File: config.mk
export PLATFORM = sky130hd
export DESIGN_NAME = antenna_element_location
export DESIGN_NICKNAME = d
export VERILOG_FILES = /design/src/hw/rtl/ael_pkg.sv /design/src/hw/rtl/ael_cfg.sv /design/src/hw/rtl/ael_front.sv /design/src/hw/rtl/ael_div_step.sv /design/src/hw/rtl/ael_mac.sv /design/src/hw/rtl/antenna_element_location.sv
export SDC_FILE = /design/constraint.sdc
export NUM_CORES = 2
export LEC_CHECK = 0
export ABC_AREA = 1
export BUFFER_PORTS_ARGS = -buffer_cell sky130_fd_sc_hd__buf_2
export CAP_MARGIN = 10
export CORE_AREA = 8 8 309 311
export CTS_BUF_LIST = sky130_fd_sc_hd__clkbuf_16
export CTS_CLUSTER_SIZE = 20
export DETAILED_ROUTE_END_ITERATION = 16
export DIE_AREA = 0 0 317 319
export PLACE_DENSITY = 0.68
export SLEW_MARGIN = 0
export SYNTH_ARGS = -nofsm -noshare
export SYNTH_HDL_FRONTEND = slang
export SYNTH_SLANG_ARGS = --single-unit
File: constraint.sdc
create_clock -name clk -period 7.5 [get_ports clk]
set_input_delay 1.5 -clock clk [delete_from_list [all_inputs] [get_ports clk]]
set_output_delay 1.5 -clock clk [all_outputs]
set_load 0.05 [all_outputs]
File: src/hw/rtl/ael_pkg.sv
// Shared types and constants for the antenna element location block.
// Holds the register map, the configuration bundle and the fixed field widths.
// No dependencies.
`default_nettype none

package ael_pkg;

  localparam int IDX_W      = 13;
  localparam int SIDE_REG_W = 7;
  localparam int COEF_W     = 16;
  localparam int POS_W      = 23;
  localparam int CFG_IDX_W  = 3;
  localparam int CFG_DATA_W = 16;

  localparam int POS_MAX = 2 ** (POS_W - 1) - 1;
  localparam int POS_MIN = -(2 ** (POS_W - 1));

  typedef enum logic [CFG_IDX_W-1:0] {
    REG_NUM_ROWS       = 3'd0,
    REG_NUM_COLUMNS    = 3'd1,
    REG_DUAL_POLARIZED = 3'd2,
    REG_COLUMN_TO_X    = 3'd3,
    REG_COLUMN_TO_Y    = 3'd4,
    REG_ROW_TO_X       = 3'd5,
    REG_ROW_TO_Y       = 3'd6,
    REG_ROW_TO_Z       = 3'd7
  } reg_idx_t;

  typedef struct packed {
    logic [SIDE_REG_W-1:0]    num_rows;
    logic [SIDE_REG_W-1:0]    num_columns;
    logic                     dual_polarized;
    logic signed [COEF_W-1:0] column_to_x;
    logic signed [COEF_W-1:0] column_to_y;
    logic signed [COEF_W-1:0] row_to_x;
    logic signed [COEF_W-1:0] row_to_y;
    logic signed [COEF_W-1:0] row_to_z;
  } cfg_t;

  localparam cfg_t CFG_RESET = '{
    num_rows:       7'd4,
    num_columns:    7'd4,
    dual_polarized: 1'b0,
    column_to_x:    16'sd0,
    column_to_y:    16'sd1024,
    row_to_x:       16'sd0,
    row_to_y:       16'sd0,
    row_to_z:       16'sd1024
  };

endpackage

`default_nettype wire

File: src/hw/rtl/ael_cfg.sv
// Configuration register file of the antenna element location block.
// Decodes register writes into the cfg_t bundle; depends on ael_pkg.
`default_nettype none

module ael_cfg (
  input  wire logic                           clk,
  input  wire logic                           rst,
  input  wire logic                           cfg_valid,
  output logic                                cfg_ready,
  input  wire logic [ael_pkg::CFG_IDX_W-1:0]  cfg_index,
  input  wire logic [ael_pkg::CFG_DATA_W-1:0] cfg_data,
  output ael_pkg::cfg_t                       cfg
);
  import ael_pkg::*;

  assign cfg_ready = 1'b1;

  always_ff @(posedge clk) begin
    if (rst) begin
      cfg <= CFG_RESET;
    end else if (cfg_valid) begin
      unique case (reg_idx_t'(cfg_index))
        REG_NUM_ROWS:       cfg.num_rows       <= cfg_data[SIDE_REG_W-1:0];
        REG_NUM_COLUMNS:    cfg.num_columns    <= cfg_data[SIDE_REG_W-1:0];
        REG_DUAL_POLARIZED: cfg.dual_polarized <= cfg_data[0];
        REG_COLUMN_TO_X:    cfg.column_to_x    <= signed'(cfg_data[COEF_W-1:0]);
        REG_COLUMN_TO_Y:    cfg.column_to_y    <= signed'(cfg_data[COEF_W-1:0]);
        REG_ROW_TO_X:       cfg.row_to_x       <= signed'(cfg_data[COEF_W-1:0]);
        REG_ROW_TO_Y:       cfg.row_to_y       <= signed'(cfg_data[COEF_W-1:0]);
        REG_ROW_TO_Z:       cfg.row_to_z       <= signed'(cfg_data[COEF_W-1:0]);
        default: ;
      endcase
    end
  end

endmodule

`default_nettype wire

File: src/hw/rtl/ael_front.sv
// Input stage: range check against the element count and polarization fold.
// Also keeps the clamped column count for the divider; depends on ael_pkg.
`default_nettype none

module ael_front #(
  parameter int MAX_SIDE = 64,
  parameter int SW       = 7
) (
  input  wire logic                        clk,
  input  wire logic                        rst,
  input  wire ael_pkg::cfg_t               cfg,
  input  wire logic                        up_valid,
  output logic                             up_ready,
  input  wire logic [ael_pkg::IDX_W-1:0]   element_index,
  output logic                             dn_valid,
  input  wire logic                        dn_ready,
  output logic [ael_pkg::IDX_W-1:0]        dn_rem,
  output logic                             dn_pol,
  output logic                             dn_err,
  output logic [SW-1:0]                    cols
);
  import ael_pkg::*;

  localparam int LW = (2 * SW + 1 > IDX_W) ? 2 * SW + 1 : IDX_W;

  logic [SW-1:0]   rows_next;
  logic [SW-1:0]   cols_next;
  logic [2*SW-1:0] plane;
  logic [LW-1:0]   count;
  logic [LW-1:0]   idx_ext;
  logic [LW-1:0]   plane_ext;
  logic [LW-1:0]   diff;
  logic            err_next;
  logic            upper;

  always_comb begin
    rows_next = (int'(cfg.num_rows) > MAX_SIDE) ? SW'(MAX_SIDE) : cfg.num_rows[SW-1:0];
    cols_next = (int'(cfg.num_columns) > MAX_SIDE) ? SW'(MAX_SIDE) : cfg.num_columns[SW-1:0];
    plane     = (2 * SW)'(rows_next) * (2 * SW)'(cols_next);
  end

  // The divider reads the column count only after a word has been registered by this stage.
  always_ff @(posedge clk) begin
    cols <= cols_next;
  end

  always_comb begin
    idx_ext   = LW'(element_index);
    plane_ext = LW'(plane);
    count     = cfg.dual_polarized ? (plane_ext << 1) : plane_ext;
    err_next  = idx_ext >= count;
    diff      = idx_ext - plane_ext;
    upper     = cfg.dual_polarized && (idx_ext >= plane_ext);
  end

  assign up_ready = !dn_valid || dn_ready;

  always_ff @(posedge clk) begin
    if (rst) begin
      dn_valid <= 1'b0;
    end else if (up_ready) begin
      dn_valid <= up_valid;
    end
  end

  always_ff @(posedge clk) begin
    if (up_ready && up_valid) begin
      dn_rem <= upper ? diff[IDX_W-1:0] : element_index;
      dn_pol <= upper && !err_next;
      dn_err <= err_next;
    end
  end

endmodule

`default_nettype wire

File: src/hw/rtl/ael_div_step.sv
// One restoring division stage: decides one row bit of index / columns.
// Chained once per quotient bit by the top level; depends on ael_pkg.
`default_nettype none

module ael_div_step #(
  parameter int SW  = 7,
  parameter int QW  = 6,
  parameter int BIT = 0
) (
  input  wire logic                      clk,
  input  wire logic                      rst,
  input  wire logic [SW-1:0]             cols,
  input  wire logic                      up_valid,
  output logic                           up_ready,
  input  wire logic [ael_pkg::IDX_W-1:0] up_rem,
  input  wire logic [QW-1:0]             up_quot,
  input  wire logic                      up_pol,
  input  wire logic                      up_err,
  output logic                           dn_valid,
  input  wire logic                      dn_ready,
  output logic [ael_pkg::IDX_W-1:0]      dn_rem,
  output logic [QW-1:0]                  dn_quot,
  output logic                           dn_pol,
  output logic                           dn_err
);
  import ael_pkg::*;

  localparam int DW = (IDX_W > SW + QW) ? IDX_W : SW + QW;

  logic [DW-1:0]    rem_ext;
  logic [DW-1:0]    dvs;
  logic             ge;
  logic [IDX_W-1:0] rem_next;
  logic [QW-1:0]    quot_next;

  always_comb begin
    rem_ext        = DW'(up_rem);
    dvs            = DW'(cols) << BIT;
    ge             = rem_ext >= dvs;
    rem_next       = ge ? IDX_W'(rem_ext - dvs) : up_rem;
    quot_next      = up_quot;
    quot_next[BIT] = ge;
  end

  assign up_ready = !dn_valid || dn_ready;

  always_ff @(posedge clk) begin
    if (rst) begin
      dn_valid <= 1'b0;
    end else if (up_ready) begin
      dn_valid <= up_valid;
    end
  end

  always_ff @(posedge clk) begin
    if (up_ready && up_valid) begin
      dn_rem  <= rem_next;
      dn_quot <= quot_next;
      dn_pol  <= up_pol;
      dn_err  <= up_err;
    end
  end

endmodule

`default_nettype wire

File: src/hw/rtl/ael_mac.sv
// Coordinate stages: five coefficient products, then sums with saturation.
// Out-of-range words give zero coordinates; depends on ael_pkg.
`default_nettype none

module ael_mac #(
  parameter int SW = 7,
  parameter int QW = 6
) (
  input  wire logic                              clk,
  input  wire logic                              rst,
  input  wire ael_pkg::cfg_t                     cfg,
  input  wire logic                              up_valid,
  output logic                                   up_ready,
  input  wire logic [SW-1:0]                     up_col,
  input  wire logic [QW-1:0]                     up_row,
  input  wire logic                              up_pol,
  input  wire logic                              up_err,
  output logic                                   dn_valid,
  input  wire logic                              dn_ready,
  output logic signed [ael_pkg::POS_W-1:0]       pos_x,
  output logic signed [ael_pkg::POS_W-1:0]       pos_y,
  output logic signed [ael_pkg::POS_W-1:0]       pos_z,
  output logic                                   polarization,
  output logic                                   index_error
);
  import ael_pkg::*;

  localparam int MW   = (SW > QW) ? SW : QW;
  localparam int PRW  = COEF_W + MW + 1;
  localparam int SUMW = (PRW + 1 > POS_W + 1) ? PRW + 1 : POS_W + 1;
  localparam logic signed [SUMW-1:0] SAT_HI = SUMW'(POS_MAX);
  localparam logic signed [SUMW-1:0] SAT_LO = SUMW'(POS_MIN);

  logic signed [MW:0]      col_s;
  logic signed [MW:0]      row_s;
  logic                    p_valid;
  logic                    p_ready;
  logic signed [PRW-1:0]   cx;
  logic signed [PRW-1:0]   cy;
  logic signed [PRW-1:0]   rx;
  logic signed [PRW-1:0]   ry;
  logic signed [PRW-1:0]   rz;
  logic                    p_pol;
  logic                    p_err;
  logic signed [SUMW-1:0]  sx;
  logic signed [SUMW-1:0]  sy;
  logic signed [SUMW-1:0]  sz;
  logic signed [POS_W-1:0] x_next;
  logic signed [POS_W-1:0] y_next;
  logic signed [POS_W-1:0] z_next;

  always_comb begin
    col_s = signed'((MW + 1)'(up_col));
    row_s = signed'((MW + 1)'(up_row));
  end

  assign up_ready = !p_valid || p_ready;
  assign p_ready  = !dn_valid || dn_ready;

  always_ff @(posedge clk) begin
    if (rst) begin
      p_valid  <= 1'b0;
      dn_valid <= 1'b0;
    end else begin
      if (up_ready) begin
        p_valid <= up_valid;
      end
      if (p_ready) begin
        dn_valid <= p_valid;
      end
    end
  end

  always_ff @(posedge clk) begin
    if (up_ready && up_valid) begin
      cx    <= PRW'(cfg.column_to_x) * PRW'(col_s);
      cy    <= PRW'(cfg.column_to_y) * PRW'(col_s);
      rx    <= PRW'(cfg.row_to_x) * PRW'(row_s);
      ry    <= PRW'(cfg.row_to_y) * PRW'(row_s);
      rz    <= PRW'(cfg.row_to_z) * PRW'(row_s);
      p_pol <= up_pol;
      p_err <= up_err;
    end
  end

  always_comb begin
    sx = SUMW'(cx) + SUMW'(rx);
    sy = SUMW'(cy) + SUMW'(ry);
    sz = SUMW'(rz);
    x_next = (sx > SAT_HI) ? SAT_HI[POS_W-1:0] :
             (sx < SAT_LO) ? SAT_LO[POS_W-1:0] : sx[POS_W-1:0];
    y_next = (sy > SAT_HI) ? SAT_HI[POS_W-1:0] :
             (sy < SAT_LO) ? SAT_LO[POS_W-1:0] : sy[POS_W-1:0];
    z_next = (sz > SAT_HI) ? SAT_HI[POS_W-1:0] :
             (sz < SAT_LO) ? SAT_LO[POS_W-1:0] : sz[POS_W-1:0];
  end

  always_ff @(posedge clk) begin
    if (p_ready && p_valid) begin
      pos_x        <= p_err ? '0 : x_next;
      pos_y        <= p_err ? '0 : y_next;
      pos_z        <= p_err ? '0 : z_next;
      polarization <= p_pol;
      index_error  <= p_err;
    end
  end

endmodule

`default_nettype wire

File: src/hw/rtl/antenna_element_location.sv
// Antenna element location, top level.
// Depends on ael_pkg, ael_cfg, ael_front, ael_div_step and ael_mac.
//
// Each input word is an element index; each output word carries the element's
// global x, y and z position in Q.11 wavelengths, its polarization and an
// index error flag. Both channels use valid and stall: a word moves at a
// clock edge where valid is high and stall is low.
// The configuration channel writes one register per cfg_valid cycle; it is
// always ready. Registers must be changed by the user only while no word is
// in flight; the block does not enforce this. The pipeline has a stage for
// the range check and polarization fold, a stage for each row bit of the
// restoring divider that splits the index into row and column, a stage for
// the coefficient products and one for the sums and saturation.
// Throughput is one word per cycle while the receiver does not stall. When the
// receiver stalls, the output word holds and upstream stages keep filling any
// empty slots before in_stall rises. Synchronous reset empties the pipeline and
// loads the register defaults: a 4 by 4 single-polarized array with
// half-wavelength spacing, columns along y and rows along z.
`default_nettype none

module antenna_element_location #(
  parameter int MAX_SIDE = 64
) (
  input  wire logic                              clk,
  input  wire logic                              rst,
  input  wire logic                              in_valid,
  output logic                                   in_stall,
  input  wire logic [ael_pkg::IDX_W-1:0]         element_index,
  output logic                                   out_valid,
  input  wire logic                              out_stall,
  output logic signed [ael_pkg::POS_W-1:0]       pos_x,
  output logic signed [ael_pkg::POS_W-1:0]       pos_y,
  output logic signed [ael_pkg::POS_W-1:0]       pos_z,
  output logic                                   polarization,
  output logic                                   index_error,
  input  wire logic                              cfg_valid,
  output logic                                   cfg_ready,
  input  wire logic [ael_pkg::CFG_IDX_W-1:0]     cfg_index,
  input  wire logic [ael_pkg::CFG_DATA_W-1:0]    cfg_data
);
  import ael_pkg::*;

  localparam int SW = (MAX_SIDE >= 127) ? SIDE_REG_W : $clog2(MAX_SIDE + 1);
  localparam int QW = (MAX_SIDE > 1) ? $clog2(MAX_SIDE) : 1;

  cfg_t             cfg;
  logic [SW-1:0]    cols;
  logic             front_ready;
  logic             mac_ready;
  logic             stg_valid [0:QW];
  logic             stg_ready [0:QW];
  logic [IDX_W-1:0] stg_rem   [0:QW];
  logic [QW-1:0]    stg_quot  [0:QW];
  logic             stg_pol   [0:QW];
  logic             stg_err   [0:QW];

  ael_cfg u_cfg (
    .clk       (clk),
    .rst       (rst),
    .cfg_valid (cfg_valid),
    .cfg_ready (cfg_ready),
    .cfg_index (cfg_index),
    .cfg_data  (cfg_data),
    .cfg       (cfg)
  );

  ael_front #(
    .MAX_SIDE (MAX_SIDE),
    .SW       (SW)
  ) u_front (
    .clk           (clk),
    .rst           (rst),
    .cfg           (cfg),
    .up_valid      (in_valid),
    .up_ready      (front_ready),
    .element_index (element_index),
    .dn_valid      (stg_valid[0]),
    .dn_ready      (stg_ready[0]),
    .dn_rem        (stg_rem[0]),
    .dn_pol        (stg_pol[0]),
    .dn_err        (stg_err[0]),
    .cols          (cols)
  );

  assign in_stall    = !front_ready;
  assign stg_quot[0] = '0;

  for (genvar j = 0; j < QW; j++) begin : g_div
    ael_div_step #(
      .SW  (SW),
      .QW  (QW),
      .BIT (QW - 1 - j)
    ) u_step (
      .clk      (clk),
      .rst      (rst),
      .cols     (cols),
      .up_valid (stg_valid[j]),
      .up_ready (stg_ready[j]),
      .up_rem   (stg_rem[j]),
      .up_quot  (stg_quot[j]),
      .up_pol   (stg_pol[j]),
      .up_err   (stg_err[j]),
      .dn_valid (stg_valid[j+1]),
      .dn_ready (stg_ready[j+1]),
      .dn_rem   (stg_rem[j+1]),
      .dn_quot  (stg_quot[j+1]),
      .dn_pol   (stg_pol[j+1]),
      .dn_err   (stg_err[j+1])
    );
  end

  assign stg_ready[QW] = mac_ready;

  ael_mac #(
    .SW (SW),
    .QW (QW)
  ) u_mac (
    .clk          (clk),
    .rst          (rst),
    .cfg          (cfg),
    .up_valid     (stg_valid[QW]),
    .up_ready     (mac_ready),
    .up_col       (stg_rem[QW][SW-1:0]),
    .up_row       (stg_quot[QW]),
    .up_pol       (stg_pol[QW]),
    .up_err       (stg_err[QW]),
    .dn_valid     (out_valid),
    .dn_ready     (!out_stall),
    .pos_x        (pos_x),
    .pos_y        (pos_y),
    .pos_z        (pos_z),
    .polarization (polarization),
    .index_error  (index_error)
  );

endmodule

`default_nettype wire

==> metrics.md <==
| Metric | Value |
|---|---|
| Outcome | finished, final reports clean |
| Vias per cell | 5.05 |
| RePlAce Congestion | 0.882 |
| Die area | 0.101 mm^2 |
| Setup Buffers After CTS | 0 |
| I/O Buffers | 109 |
| EDFF count, synth | 310 |
| CTS tree | done |
| Initial antenna violation count | 6 |
| VDD IR max | 0.158 mV |
| Slowest-stage cell, CP | fa_1 |
| Post-cts resize count | 0 |
| Worst EP required | 7850 ps |
| FF+latch count, synth | 421 |
| Internal Power | 4.42 mW |
| Yosys cell types | 55 |
| Number of H-tree levels | 2 |
| Switching pwr | 1.69 mW |
| Main flop type after synthesis | edfxtp_1 |
| Sw Ratio | 0.276 |
| Final Hold Vio Count | 0 |
| Total Power | 6.10 mW |
| Pwr Density | 139 mW/mm^2 |
| 1st-iter DRT viols | 1871 |
| Avg Cell Area, Syn | 8.44 um^2 |
| Core area | 0.0907 mm^2 |
| Largest family of logic cells by synthesized area | adder cells |
| Placed cells | 5981 |
| Die Ht | 319 um |
| Worst Tran Pin Value | 1130 ps |
| Final critical-path share of the clock period | 0.874 |
| Synth top cells by count | nand2_1, inv_1, fa_1, nor2_1, ha_1 |
| Sink Count | 421 |
| Layout area overhead | 8.51% |
| Fin crit period | 6550 ps |
| Initial Util | 0.446 |
| Detailed Place HPWL | 76700 um |
| Synth Area in XOR/XNOR | 0.0452 |
| Min-delay worst type | flip-flop to flip-flop |
| Aggregate global-route resource usage | 0.193 |
| Grt ovf | 0 |
| Leak | 23.5 nW |
| Leading post-synthesis cells by cell area | edfxtp_1, fa_1, ha_1 |
| Post-synthesis mux area share | 0.000278 |
| Crit path DAT | 6910 ps |
| Number of global-route vias before repair | 31.2k |
| Syn_nets | 5618 |
| Drt first pass iters | 5 |
| YS warnings | 0 |
| Area leader, netlist | edfxtp_1 |
| Worst-skew pair later-pin latency | 620 ps |
| Non-filler cells in the finished layout | 6081 |
| Slew Limit Fails | 0 |
| Hold Worst Slack | 398 ps |
| Pin count of the biggest net entering global routing | 71 |
| Worst setup margin | 947 ps |
| DRC Markers | 0 |
| CTS buffer count | 51 |
| Layout cell share with drive strength beyond 1 | 0.0548 |
| DP Worst Slack | 1000 ps |
| IO Pins | 111 |
| Max incr delay on CP | 560 ps |
| Worst Setup End Kind | flip-flop |
| RSZ-0062 raised after global routing | false |
| Vias | 30.7k |
| Setup_tns | 0 ps |
| Clk slew on worst S/H paths | 60 ps |
| Clk pwr share | 0.425 |
| FMAX | 153 MHz |
| Compound-cell area share of the yosys netlist | 0.0785 |
| Critical Path Source Type | flip-flop |
| Crit path top cell by count | nand2_1 |
| Crit Path Category | flip-flop to flip-flop |
| Combinational power share | 0.147 |
| Endpoints failing setup | 0 |
| Root Driver | clkbuf_16 |
| Max clock buf depth | 3 |
| Simple-Gate Fraction of Synth Area | 0.167 |
| ANT nets after route | 0 |
| Most frequent cell after synthesis | nand2_1 |
| WL per Instance | 15.9 um |
| Adder-Cell Fraction of Synth Area | 0.319 |
| Max_cap viols | 0 |
| Synth Instances | 4794 |
| Cell Rows | 111 |
| Rel. slew slack | 0.246 |
| Fin nets | 5672 |
| Yosys top cell area share | 0.230 |
| Synthesized area | 0.0405 mm^2 |
| Clk_skew | 32.7 ps |
| Post-CTS Hold Fix Bufs | 0 |
| Sequential Power Share | 0.427 |
| Crit-path max FO | 14 |
| Ys async rst share | 0 |
| Die Span X | 317 um |
| Routed wire length | 97000 um |
| Reg2Reg Setup Slack | 950 ps |
| Seq/Total Area, Yosys | 0.285 |
| Global-route wire length before repair | 159000 um |
## metrics by stage
stage / area, um^2 / utilization
finish: 43900 / 0.484
global route: 43900 / 0.484
CTS: 43900 / 0.484
detailed placement: 42200 / 0.465
global placement: 42200 / 0.465
floorplan: 40500 / -
## kinds of logic after synthesis
| logic type | Yosys count |
|---|---|
| buffers and inverters | 1117 |
| xor gates and xnor gates | 209 |
| muxes | 1 |
| DFF | 421 |
| other | 1 |
| AOI/OAI and AO/OA | 579 |
| and+or+nand+nor | 1679 |
| adders and majority gates | 787 |
## power by group through the flow
stage | Combinational [mW] | Clock [mW] | Sequential [mW]
floorplan | 0.695 | 0 | 2.63
global placement | 0.882 | 0 | 2.66
CTS | 0.906 | 2.66 | 2.61
global route | 1.04 | 2.74 | 2.61
finish | 0.898 | 2.60 | 2.61
detailed placement | 0.898 | 0 | 2.66
## path summary, 6_finish.rpt
check                                           startpoint                         end  cells past startpoint
worst min-delay path            g_div[4].u_step.dn_quot[3]  g_div[5].u_step.dn_quot[3]                      0
worst min register to register  g_div[4].u_step.dn_quot[3]  g_div[5].u_step.dn_quot[3]                      0
worst max register to register               u_cfg.cfg[94]           u_front.dn_rem[7]                     29
worst max-delay path                         u_cfg.cfg[94]           u_front.dn_rem[7]                     29
## cell type report
type | instances | area, um^2
antenna | 4 | 10.0
clock buffer | 52 | 1300
clock inverter | 44 | 453
fill | 8571 | 46800
inverter | 980 | 3680
multi-input combinational | 3256 | 24700
sequential | 421 | 11500
tap | 1186 | 1480
timing repair buffer | 138 | 763
## critical path, delay by kind of cell (launching register included)
family	cells	cell delay [ps]
adder cells (fa/ha/maj)	6	2880
AND/OR/NAND/NOR	12	1490
AO/OA/AOI/OAI	4	770
buffers and inverters	6	630
flip-flops	1	330
XOR/XNOR	1	210
## placed cells by master (no fill, tap or decap), types with 52 or more instances in the layout
master,n
nand2_1,1021
nand3_1,135
xor2_1,141
nor2_1,403
dfxtp_1,111
inv_1,980
ha_1,381
a21oi_1,254
buf_2,109
edfxtp_1,310
fa_1,406
o21ai_0,202
clkbuf_16,52
xnor2_1,68
## flip-flops by register name (all words and copies together), names as in the netlist, 7 cells and up
name	flops
u_mac.ry	23
g_div.u_step.dn_rem	72
u_cfg.cfg	95
u_front.dn_rem	13
u_mac.cy	24
u_mac.rx	23
u_front.cols	7
u_mac.rz	23
u_mac.cx	24
u_mac.pos_z	23
u_mac.pos_y	23
g_div.u_step.dn_quot	21
u_mac.pos_x	23
## layer usage
layer	GRT usage	part of all wire	vias to the layer above
met3	0.0353	0.059	216
met2	0.320	0.46	696
met4	0.0859	0.047	4
met5	0.000967	0.00026	-
li1	-	-	15100
met1	0.246	0.43	14600
No activity file was read; power rests on OpenSTA's default activity.
